<file path="src/pbt_pkg.sv">
// Shared constants, types and the blend function of the proximity baseline tracker.
// No dependencies; every other file but the assertion header uses it by scoped names.
package pbt_pkg;

   // Fixed-point format of all tracked values
   localparam int FracBits = 8;
   localparam int IntBits  = 15;
   localparam int ValW     = IntBits + FracBits;

   // Field and register widths
   localparam int CountW   = 15;
   localparam int WeightW  = 9;
   localparam int EpsW     = 8;
   localparam int CntW     = 8;
   localparam int DutyW    = 8;
   localparam int GazeW    = 4;
   localparam int CsrIdxW  = 3;
   localparam int CsrDataW = 9;

   // Weights are in units of 1/256
   localparam int WeightShift = 8;
   localparam logic [WeightW-1:0] FullWeight = WeightW'(1 << WeightShift);

   // Mapping window 4..20 spans 16 counts, so the divide is a shift
   localparam int DeltaLow  = 4;
   localparam int DeltaHigh = 20;
   localparam int MapShift  = $clog2(DeltaHigh - DeltaLow);
   localparam int DutyTop   = 255;
   localparam int GazeTop   = 8;
   localparam int GazeShift = $clog2(GazeTop);

   localparam logic [CntW-1:0] CountTop = {CntW{1'b1}};

   // Register indexes
   localparam logic [CsrIdxW-1:0] CsrFreqWeight  = CsrIdxW'(0);
   localparam logic [CsrIdxW-1:0] CsrDeltaWeight = CsrIdxW'(1);
   localparam logic [CsrIdxW-1:0] CsrEpsilon     = CsrIdxW'(2);
   localparam logic [CsrIdxW-1:0] CsrTarget      = CsrIdxW'(3);
   localparam logic [CsrIdxW-1:0] CsrAutoBase    = CsrIdxW'(4);

   typedef logic [ValW-1:0] val_type;

   localparam val_type DeltaLimit = val_type'(DeltaLow) << FracBits;

   typedef struct packed {
      logic [WeightW-1:0] freq_weight;
      logic [WeightW-1:0] delta_weight;
      logic [EpsW-1:0]    stable_epsilon;
      logic [CntW-1:0]    stable_target;
      logic               auto_base_enable;
   } cfg_type;

   // Weighted average (w*fresh + (256-w)*old) >> 8, weight clamped to 256
   function automatic val_type blend(logic [WeightW-1:0] w, val_type fresh, val_type old);
      logic [WeightW-1:0]    wt;
      logic [ValW+WeightW-1:0] p_new;
      logic [ValW+WeightW-1:0] p_old;
      logic [ValW+WeightW:0]   sum;
      wt    = (w > FullWeight) ? FullWeight : w;
      p_new = {{ValW{1'b0}}, wt} * {{WeightW{1'b0}}, fresh};
      p_old = {{ValW{1'b0}}, FullWeight - wt} * {{WeightW{1'b0}}, old};
      sum   = {1'b0, p_new} + {1'b0, p_old};
      return sum[ValW+WeightShift-1:WeightShift];
   endfunction

endpackage

</file>
<file path="src/pbt_ifs.sv">
// Valid/ready channel interfaces for the tracker's input and result items.
// Depends on pbt_pkg for field widths.
interface pbt_req_if;
   logic                         valid;
   logic                         ready;
   logic [pbt_pkg::CountW-1:0]   sample_count;
   logic                         set_base;

   modport source (output valid, output sample_count, output set_base, input ready);
   modport sink   (input valid, input sample_count, input set_base, output ready);
endinterface

interface pbt_rsp_if;
   logic                         valid;
   logic                         ready;
   logic [pbt_pkg::DutyW-1:0]    duty;
   logic [pbt_pkg::GazeW-1:0]    gaze_index;
   logic                         stable;

   modport source (output valid, output duty, output gaze_index, output stable, input ready);
   modport sink   (input valid, input duty, input gaze_index, input stable, output ready);
endinterface

</file>
<file path="src/proximity_baseline_tracker_top.sv">
// Proximity baseline tracker: takes one pulse count per item and returns one
// duty/gaze/stable result per item. The block accepts an item in every cycle
// while not stalled. The input register loads at the accepting edge; the
// frequency average, the stability and delta average, and the output mapping
// then each take one register step. The whole pipeline advances together and
// stalls only when a result is held at the output and the consumer is not
// ready. Configuration writes take effect on the next cycle; the user must
// see that they are made while idle, as the block does not enforce it.
// Depends on pbt_pkg, pbt_ifs, pbt_csr and pbt_map.
module proximity_baseline_tracker_top (
   input  logic                          clock,
   input  logic                          reset,
   pbt_req_if.sink                       req_ch,
   pbt_rsp_if.source                     rsp_ch,
   input  logic                          csr_we,
   input  logic [pbt_pkg::CsrIdxW-1:0]   csr_index,
   input  logic [pbt_pkg::CsrDataW-1:0]  csr_wdata
);

   pbt_pkg::cfg_type cfg;

   logic advance;

   // Input register
   logic                          s0_valid_ff;
   logic [pbt_pkg::CountW-1:0]    s0_count_ff;
   logic                          s0_set_base_ff;

   // Frequency average step
   logic                          s1_valid_ff;
   logic                          s1_set_base_ff;
   pbt_pkg::val_type              freq_ff;
   pbt_pkg::val_type              freq_in;
   pbt_pkg::val_type              prev_ff;

   // Stability and delta step
   logic                          s2_valid_ff;
   logic                          s2_stable_ff;
   logic                          stable_in;
   pbt_pkg::val_type              delta_ff;
   pbt_pkg::val_type              delta_in;
   pbt_pkg::val_type              base_ff;
   pbt_pkg::val_type              base_in;
   pbt_pkg::val_type              drop;
   pbt_pkg::val_type              change;
   pbt_pkg::val_type              eps_val;
   logic [pbt_pkg::CntW-1:0]      cnt_ff;
   logic [pbt_pkg::CntW-1:0]      cnt_in;
   logic [pbt_pkg::CntW-1:0]      cnt_inc;

   // Output register
   logic                          rsp_valid_ff;
   logic [pbt_pkg::DutyW-1:0]     duty_ff;
   logic [pbt_pkg::GazeW-1:0]     gaze_ff;
   logic                          rsp_stable_ff;
   logic [pbt_pkg::DutyW-1:0]     duty_in;
   logic [pbt_pkg::GazeW-1:0]     gaze_in;

   pbt_csr u_csr (
      .clock     (clock),
      .reset     (reset),
      .csr_we    (csr_we),
      .csr_index (csr_index),
      .csr_wdata (csr_wdata),
      .cfg       (cfg)
   );

   pbt_map u_map (
      .smoothed_delta (delta_ff),
      .duty           (duty_in),
      .gaze_index     (gaze_in)
   );

   // Advance the pipeline unless a result is held and not taken
   assign advance      = !rsp_valid_ff || rsp_ch.ready;
   assign req_ch.ready = advance;

   // Frequency average of the new count
   assign freq_in = pbt_pkg::blend(cfg.freq_weight,
                                   {s0_count_ff, {pbt_pkg::FracBits{1'b0}}}, freq_ff);

   // Stability counter, baseline refresh and delta average
   always_comb begin
      change    = (freq_ff >= prev_ff) ? freq_ff - prev_ff : prev_ff - freq_ff;
      eps_val   = pbt_pkg::val_type'({cfg.stable_epsilon, {pbt_pkg::FracBits{1'b0}}});
      cnt_inc   = (cnt_ff == pbt_pkg::CountTop) ? cnt_ff : cnt_ff + 1'b1;
      stable_in = 1'b0;
      cnt_in    = '0;
      if (delta_ff < pbt_pkg::DeltaLimit && change < eps_val) begin
         cnt_in    = cnt_inc;
         stable_in = (cnt_inc >= cfg.stable_target);
      end
      base_in = base_ff;
      if (s1_set_base_ff) begin
         base_in = freq_ff;
         cnt_in  = '0;
      end
      if (stable_in && cfg.auto_base_enable) begin
         base_in = freq_ff;
      end
      drop     = (base_in > freq_ff) ? base_in - freq_ff : '0;
      delta_in = pbt_pkg::blend(cfg.delta_weight, drop, delta_ff);
   end

   // Control: valid bits of every step
   always_ff @(posedge clock) begin
      if (reset) begin
         s0_valid_ff  <= 1'b0;
         s1_valid_ff  <= 1'b0;
         s2_valid_ff  <= 1'b0;
         rsp_valid_ff <= 1'b0;
      end else if (advance) begin
         s0_valid_ff  <= req_ch.valid;
         s1_valid_ff  <= s0_valid_ff;
         s2_valid_ff  <= s1_valid_ff;
         rsp_valid_ff <= s2_valid_ff;
      end
   end

   // Tracking state: updated once per item in its own step
   always_ff @(posedge clock) begin
      if (reset) begin
         freq_ff  <= '0;
         prev_ff  <= '0;
         delta_ff <= '0;
         base_ff  <= '0;
         cnt_ff   <= '0;
      end else if (advance) begin
         if (s0_valid_ff) begin
            freq_ff <= freq_in;
            prev_ff <= freq_ff;
         end
         if (s1_valid_ff) begin
            delta_ff <= delta_in;
            base_ff  <= base_in;
            cnt_ff   <= cnt_in;
         end
      end
   end

   // Payload registers
   always_ff @(posedge clock) begin
      if (advance) begin
         if (req_ch.valid) begin
            s0_count_ff    <= req_ch.sample_count;
            s0_set_base_ff <= req_ch.set_base;
         end
         if (s0_valid_ff) begin
            s1_set_base_ff <= s0_set_base_ff;
         end
         if (s1_valid_ff) begin
            s2_stable_ff <= stable_in;
         end
         if (s2_valid_ff) begin
            duty_ff       <= duty_in;
            gaze_ff       <= gaze_in;
            rsp_stable_ff <= s2_stable_ff;
         end
      end
   end

   assign rsp_ch.valid      = rsp_valid_ff;
   assign rsp_ch.duty       = duty_ff;
   assign rsp_ch.gaze_index = gaze_ff;
   assign rsp_ch.stable     = rsp_stable_ff;

endmodule

</file>
<file path="src/pbt_csr.sv">
// Configuration register file of the proximity baseline tracker.
// Depends on pbt_pkg for register indexes and the cfg_type struct.
module pbt_csr (
   input  logic                          clock,
   input  logic                          reset,
   input  logic                          csr_we,
   input  logic [pbt_pkg::CsrIdxW-1:0]   csr_index,
   input  logic [pbt_pkg::CsrDataW-1:0]  csr_wdata,
   output pbt_pkg::cfg_type              cfg
);

   pbt_pkg::cfg_type cfg_ff;
   pbt_pkg::cfg_type cfg_in;

   // Decode one register write; unlisted indexes are dropped
   always_comb begin
      cfg_in = cfg_ff;
      if (csr_we) begin
         unique case (csr_index)
            pbt_pkg::CsrFreqWeight:  cfg_in.freq_weight      = csr_wdata;
            pbt_pkg::CsrDeltaWeight: cfg_in.delta_weight     = csr_wdata;
            pbt_pkg::CsrEpsilon:     cfg_in.stable_epsilon   = csr_wdata[pbt_pkg::EpsW-1:0];
            pbt_pkg::CsrTarget:      cfg_in.stable_target    = csr_wdata[pbt_pkg::CntW-1:0];
            pbt_pkg::CsrAutoBase:    cfg_in.auto_base_enable = csr_wdata[0];
            default:                 cfg_in = cfg_ff;
         endcase
      end
   end

   always_ff @(posedge clock) begin
      if (reset) begin
         cfg_ff.freq_weight      <= pbt_pkg::WeightW'(128);
         cfg_ff.delta_weight     <= pbt_pkg::WeightW'(154);
         cfg_ff.stable_epsilon   <= pbt_pkg::EpsW'(3);
         cfg_ff.stable_target    <= pbt_pkg::CntW'(10);
         cfg_ff.auto_base_enable <= 1'b1;
      end else begin
         cfg_ff <= cfg_in;
      end
   end

   assign cfg = cfg_ff;

endmodule

</file>
<file path="src/pbt_map.sv">
// Maps the smoothed delta to a drive duty and a gaze index.
// Depends on pbt_pkg for the mapping window and field widths.
module pbt_map (
   input  pbt_pkg::val_type              smoothed_delta,
   output logic [pbt_pkg::DutyW-1:0]     duty,
   output logic [pbt_pkg::GazeW-1:0]     gaze_index
);

   localparam int DW = pbt_pkg::IntBits;

   logic [DW-1:0]                     d;
   logic [DW-1:0]                     e;
   logic [DW+pbt_pkg::DutyW-1:0]      scaled;
   logic [DW+pbt_pkg::DutyW-1:0]      dv;
   logic [DW+pbt_pkg::GazeShift-1:0]  gv;

   // Integer part, offset from the bottom of the window
   assign d      = smoothed_delta[pbt_pkg::ValW-1:pbt_pkg::FracBits];
   assign e      = d - DW'(pbt_pkg::DeltaLow);
   // e*255 as e*256 - e, then divide by the window width
   assign scaled = {e, {pbt_pkg::DutyW{1'b0}}} - {{pbt_pkg::DutyW{1'b0}}, e};
   assign dv     = scaled >> pbt_pkg::MapShift;
   assign gv     = {e, {pbt_pkg::GazeShift{1'b0}}} >> pbt_pkg::MapShift;

   // Clamp both outputs; below the window the block is at rest
   always_comb begin
      if (d < DW'(pbt_pkg::DeltaLow)) begin
         duty       = '0;
         gaze_index = pbt_pkg::GazeW'(pbt_pkg::GazeTop);
      end else begin
         duty = (dv > (DW+pbt_pkg::DutyW)'(pbt_pkg::DutyTop)) ?
                pbt_pkg::DutyW'(pbt_pkg::DutyTop) : dv[pbt_pkg::DutyW-1:0];
         gaze_index = (gv >= (DW+pbt_pkg::GazeShift)'(pbt_pkg::GazeTop)) ? '0 :
                      pbt_pkg::GazeW'(pbt_pkg::GazeTop) - gv[pbt_pkg::GazeW-1:0];
      end
   end

endmodule

</file>
<file path="src/flat_wrapper.sv">
// flat-port wrapper written by rule: the top's interface ports become plain ports
module proximity_baseline_tracker_top_flat 
  (clock, reset, csr_we, csr_index, csr_wdata, req_ch_valid, req_ch_sample_count, req_ch_set_base, req_ch_ready, rsp_ch_valid, rsp_ch_duty, rsp_ch_gaze_index, rsp_ch_stable, rsp_ch_ready);
  pbt_req_if req_ch_i ();
  pbt_rsp_if rsp_ch_i ();
  input  logic clock;
  input  logic reset;
  input  logic csr_we;
  input  logic [pbt_pkg::CsrIdxW-1:0] csr_index;
  input  logic [pbt_pkg::CsrDataW-1:0] csr_wdata;
  input wire logic [$bits(req_ch_i.valid)-1:0] req_ch_valid;
  input wire logic [$bits(req_ch_i.sample_count)-1:0] req_ch_sample_count;
  input wire logic [$bits(req_ch_i.set_base)-1:0] req_ch_set_base;
  output wire logic [$bits(req_ch_i.ready)-1:0] req_ch_ready;
  output wire logic [$bits(rsp_ch_i.valid)-1:0] rsp_ch_valid;
  output wire logic [$bits(rsp_ch_i.duty)-1:0] rsp_ch_duty;
  output wire logic [$bits(rsp_ch_i.gaze_index)-1:0] rsp_ch_gaze_index;
  output wire logic [$bits(rsp_ch_i.stable)-1:0] rsp_ch_stable;
  input wire logic [$bits(rsp_ch_i.ready)-1:0] rsp_ch_ready;
  assign req_ch_i.valid = req_ch_valid;
  assign req_ch_i.sample_count = req_ch_sample_count;
  assign req_ch_i.set_base = req_ch_set_base;
  assign req_ch_ready = req_ch_i.ready;
  assign rsp_ch_valid = rsp_ch_i.valid;
  assign rsp_ch_duty = rsp_ch_i.duty;
  assign rsp_ch_gaze_index = rsp_ch_i.gaze_index;
  assign rsp_ch_stable = rsp_ch_i.stable;
  assign rsp_ch_i.ready = rsp_ch_ready;
  proximity_baseline_tracker_top u_core (.clock(clock), .reset(reset), .req_ch(req_ch_i), .rsp_ch(rsp_ch_i), .csr_we(csr_we), .csr_index(csr_index), .csr_wdata(csr_wdata));
endmodule
</file>
<file path="config.mk">
export PLATFORM = sky130hd
export DESIGN_NAME = proximity_baseline_tracker_top_flat
export DESIGN_NICKNAME = d
export VERILOG_FILES = /design/src/pbt_pkg.sv /design/src/pbt_ifs.sv /design/src/proximity_baseline_tracker_top.sv /design/src/pbt_csr.sv /design/src/pbt_map.sv /design/src/flat_wrapper.sv
export SDC_FILE = /design/constraint.sdc
export NUM_CORES = 2
export LEC_CHECK = 0
export BUFFER_PORTS_ARGS = -buffer_cell sky130_fd_sc_hd__buf_2
export CORE_MARGIN = 2
export CORE_UTILIZATION = 60
export CTS_CLUSTER_DIAMETER = 40
export DETAILED_ROUTE_END_ITERATION = 16
export PLACE_DENSITY_LB_ADDON = 0.08
export RECOVER_POWER = 25
export SLEW_MARGIN = 10
export SYNTH_ARGS = -nofsm -noshare
export SYNTH_HDL_FRONTEND = slang
export SYNTH_HIERARCHICAL = 1
export SYNTH_SLANG_ARGS = --single-unit
</file>
<file path="constraint.sdc">
create_clock -name clock -period 16.1 [get_ports clock]
set_input_delay 1.61 -clock clock [delete_from_list [all_inputs] [get_ports clock]]
set_output_delay 1.61 -clock clock [all_outputs]
set_load 0.02 [all_outputs]
</file>
==> impl_metrics.yaml <==
sta:
  rsz0062_at_grt: "no"
  setup_ws_ns: 1.01
  slew_viol_final: 62
  hold_violations: 0
  fin_crit_sh_pct: 93.8
  finalClockSkew_ns: 0.0230
  whs_ns: 0.428
  worstMarginPinSlew_ns: 2.58
  max_slew_margin_pct: -72.3
  setup_viol: 0
  fmax_mhz: 66.3
  tns_ns: 0
  fin_crit_ns: 15.09
yosys:
  synthTopCellsByArea: "fa_1, ha_1, inv_1"
  synth.top_cell.area_share_pct: 34.4
  ys_types: 94
  synth_nets: 5129
  async_reset_ff_share_pct: 0
  synth-edff-count: 31
  synth_area_sq_um: 35200
  seq_area_frac_synth_pct: 10.5
  synth_top_area_cell: "fa_1"
  synth_seq_cells: 170
  syn_inst: 4232
  ys.flop_type: "dfxtp_1"
  syn_area_per_cell_sq_um: 8.32
  ys_warn_count: 6
min_path:
  whs_endpoint: "u_core/s1_set_base_ff"
  hp-start: "u_core/s0_set_base_ff"
  hold_depth: 0
  hp-class: "flop to flop"
worst_setup_path:
  r2r_start: "u_core/freq_ff[18]"
  worstReg2RegEnd: "u_core/delta_ff[21]"
  path_buf_inv: 7
  required_ns: 16.54
  reg2reg_depth: 52
  crit_arrival_ns: 15.53
  crit_family: "adder cells"
  slowest_delay_ns: 0.61
  startpoint_type: "flop"
  rrSetupSlack_ns: 1.01
  crit_path_end_kind: "flop"
  crit_type: "flop to flop"
  crit_fanout: 20
  slowest_stage: "dfxtp_1"
floorplan:
  fp.coreArea_sq_um: 57900
  dieWidth_um: 246
  rows: 88
  ios: 48
  start_util_pct: 60.8
  die_area_sq_um: 60700
  die_h_um: 246
routing:
  finalWirelength_um: 95000
  postRouteAntennaNets: 0
  first_pass_iters: 6
  drc_errors: 0
  wl_per_cell_um: 19.2
  drtIter0Drc: 2167
  post_drt_via_cell_ratio: 5.60
  dr_total_vias: 27700
power_and_ir_drop:
  power_density_nw_per_um2: 177
  combinationalPowerShare_pct: 84.4
  switchingPower_mw: 3.60
  seq_power_share_pct: 8.4
  leakagePower_nw: 17.1
  power_mw: 6.51
  p_clk_share_pct: 7.1
  power.internal_mw: 2.91
  peakVddDrop_v: 0.000232
  p_sw_share_pct: 55.3
grt:
  track_usage_pct: 33.1
  grt_pass1_wl_um: 156000
  grt_pass1_vias: 28900
  grt_max_degree: 68
  antenna_found_initial: 1
  grt.overflow.total: 0
finish:
  drive_above_1_share_pct: 5.30
  diodes: 0
  fin_cells: 4938
  ff_latch_area_sq_um: 3710
  syn2layout_area_growth_pct: 4.49
  fill_cells: 5165
  final_nets: 5057
  multi_input_area_sq_um: 27600
  layout_common_cells: "inv_1, nand2_1, fa_1, ha_1, nor2_1"
  design_area_sq_um: 36800
  final_common_cell: "inv_1"
  fin_util_pct: 63.6
placed_design:
  post-place-cells: 4906
  hpwl_um: 77300
  dpl_cell_area_sq_um: 36200
  dp_worst_setup_slack_ns: 1.03
  place_congestion: 0.978
  portBuffers: 47
cts:
  post_cts_buffers: 0
  cts_sinks: 170
  path_clk_slew_ns: 0.08
  h-tree-depth: 4
  cts_tree: "built"
  cts_buffer_depth: 2
  clock_latency_ns: 0.51
  cts_root_buf: "clkbuf_16"
  cts-buffers-inserted: 17
outcome:
  violations: "max-capacitance violations, max-slew violations"
  status: "complete, but fails checks"
flow_run:
  max-cap-violations: 1
-- timing repair --
action,in CTS,in global routing
hold buffers,0,0
resized for setup,0,1
endpoints found under the setup margin,0,5
-- worst max path at each step --
stage | from | to | slack (ns) | cells past startpoint
after floorplan | u_core/freq_ff[20] | u_core/delta_ff[22] | 3.20 | 60
after global placement | u_core/freq_ff[18] | u_core/delta_ff[21] | 1.40 | 54
after detailed placement | u_core/freq_ff[18] | u_core/delta_ff[21] | 1.03 | 53
after CTS | u_core/freq_ff[18] | u_core/delta_ff[21] | 1.0 | 53
after global routing | u_core/freq_ff[18] | u_core/delta_ff[22] | 0.004 | 53
final | u_core/freq_ff[18] | u_core/delta_ff[21] | 1.01 | 52
-- cells in the mapped netlist, types with 42 or more instances --
master and n:
nand2b_1 97, ha_1 259, and2_1 197, dfxtp_1 139
xor2_1 42, o21ai_0 63, inv_1 846, mux2i_1 68
a21oi_1 168, clkbuf_1 158, nor2_1 225, fa_1 605
a21o_1 43, nor3_1 50, nand2_1 659, xnor2_1 89
-- flip-flops by register name (all words and copies together) (netlist names), 4 cells and up --
name,cells
u_core/rsp_ch.gaze_index,4
u_core/base_ff,23
u_core/cnt_ff,8
u_core/s0_count_ff,15
u_core/freq_ff,23
u_core/rsp_ch.duty,8
u_core/delta_ff,23
u_core/u_csr/cfg,35
u_core/prev_ff,23
-- worst reg2reg max path: cells and delay by family (launching register included) --
family	cells	cell delay [ns]
XOR/XNOR	2	0.31
multiplexers	1	0.30
flip-flops	1	0.61
adder cells (fa/ha/maj)	10	4.58
AND/OR/NAND/NOR	16	4.43
buffers and inverters	7	0.67
AO/OA/AOI/OAI	16	4.13
-- power by group through the flow --
stage	Sequential, mW	Clock, mW	Combinational, mW
6_report	0.550	0.464	5.50
3_5_place_dp	0.559	0	5.45
5_1_grt	0.556	0.486	6.35
3_3_place_gp	0.558	0	5.41
2_1_floorplan	0.507	0	4.28
4_1_cts	0.549	0.478	5.50
-- logic make-up after synthesis --
kind of cell               share of synthesized area, %
DFF                                                10.5
AOI/OAI and AO/OA                                  8.63
adders and majority gates                          43.6
muxes                                              2.92
xor gates and xnor gates                           3.26
and+or+nand+nor                                    19.8
buffers and inverters                              11.3
-- layout make-up --
class	instances	share of cell area, %
clock inverters	15	0.547
clock buffers	17	1.16
repair buffers	111	1.94
well taps	765	2.60
multi-input cells	3013	75.0
inverters	847	8.64
flip-flops and latches	170	10.1
-- per-layer routing --
layer  wire [um]  GRT usage, %  vias up  part of all wire [%]
li1            -             -    12900                     -
met1       41200          44.5    13800                    43
met2       46100          55.8      796                    48
met3        5480          5.10      140                   5.8
met4        2290          9.18        2                   2.4
met5          14             0        -                 0.015
(Power assumes the default switching activity.)
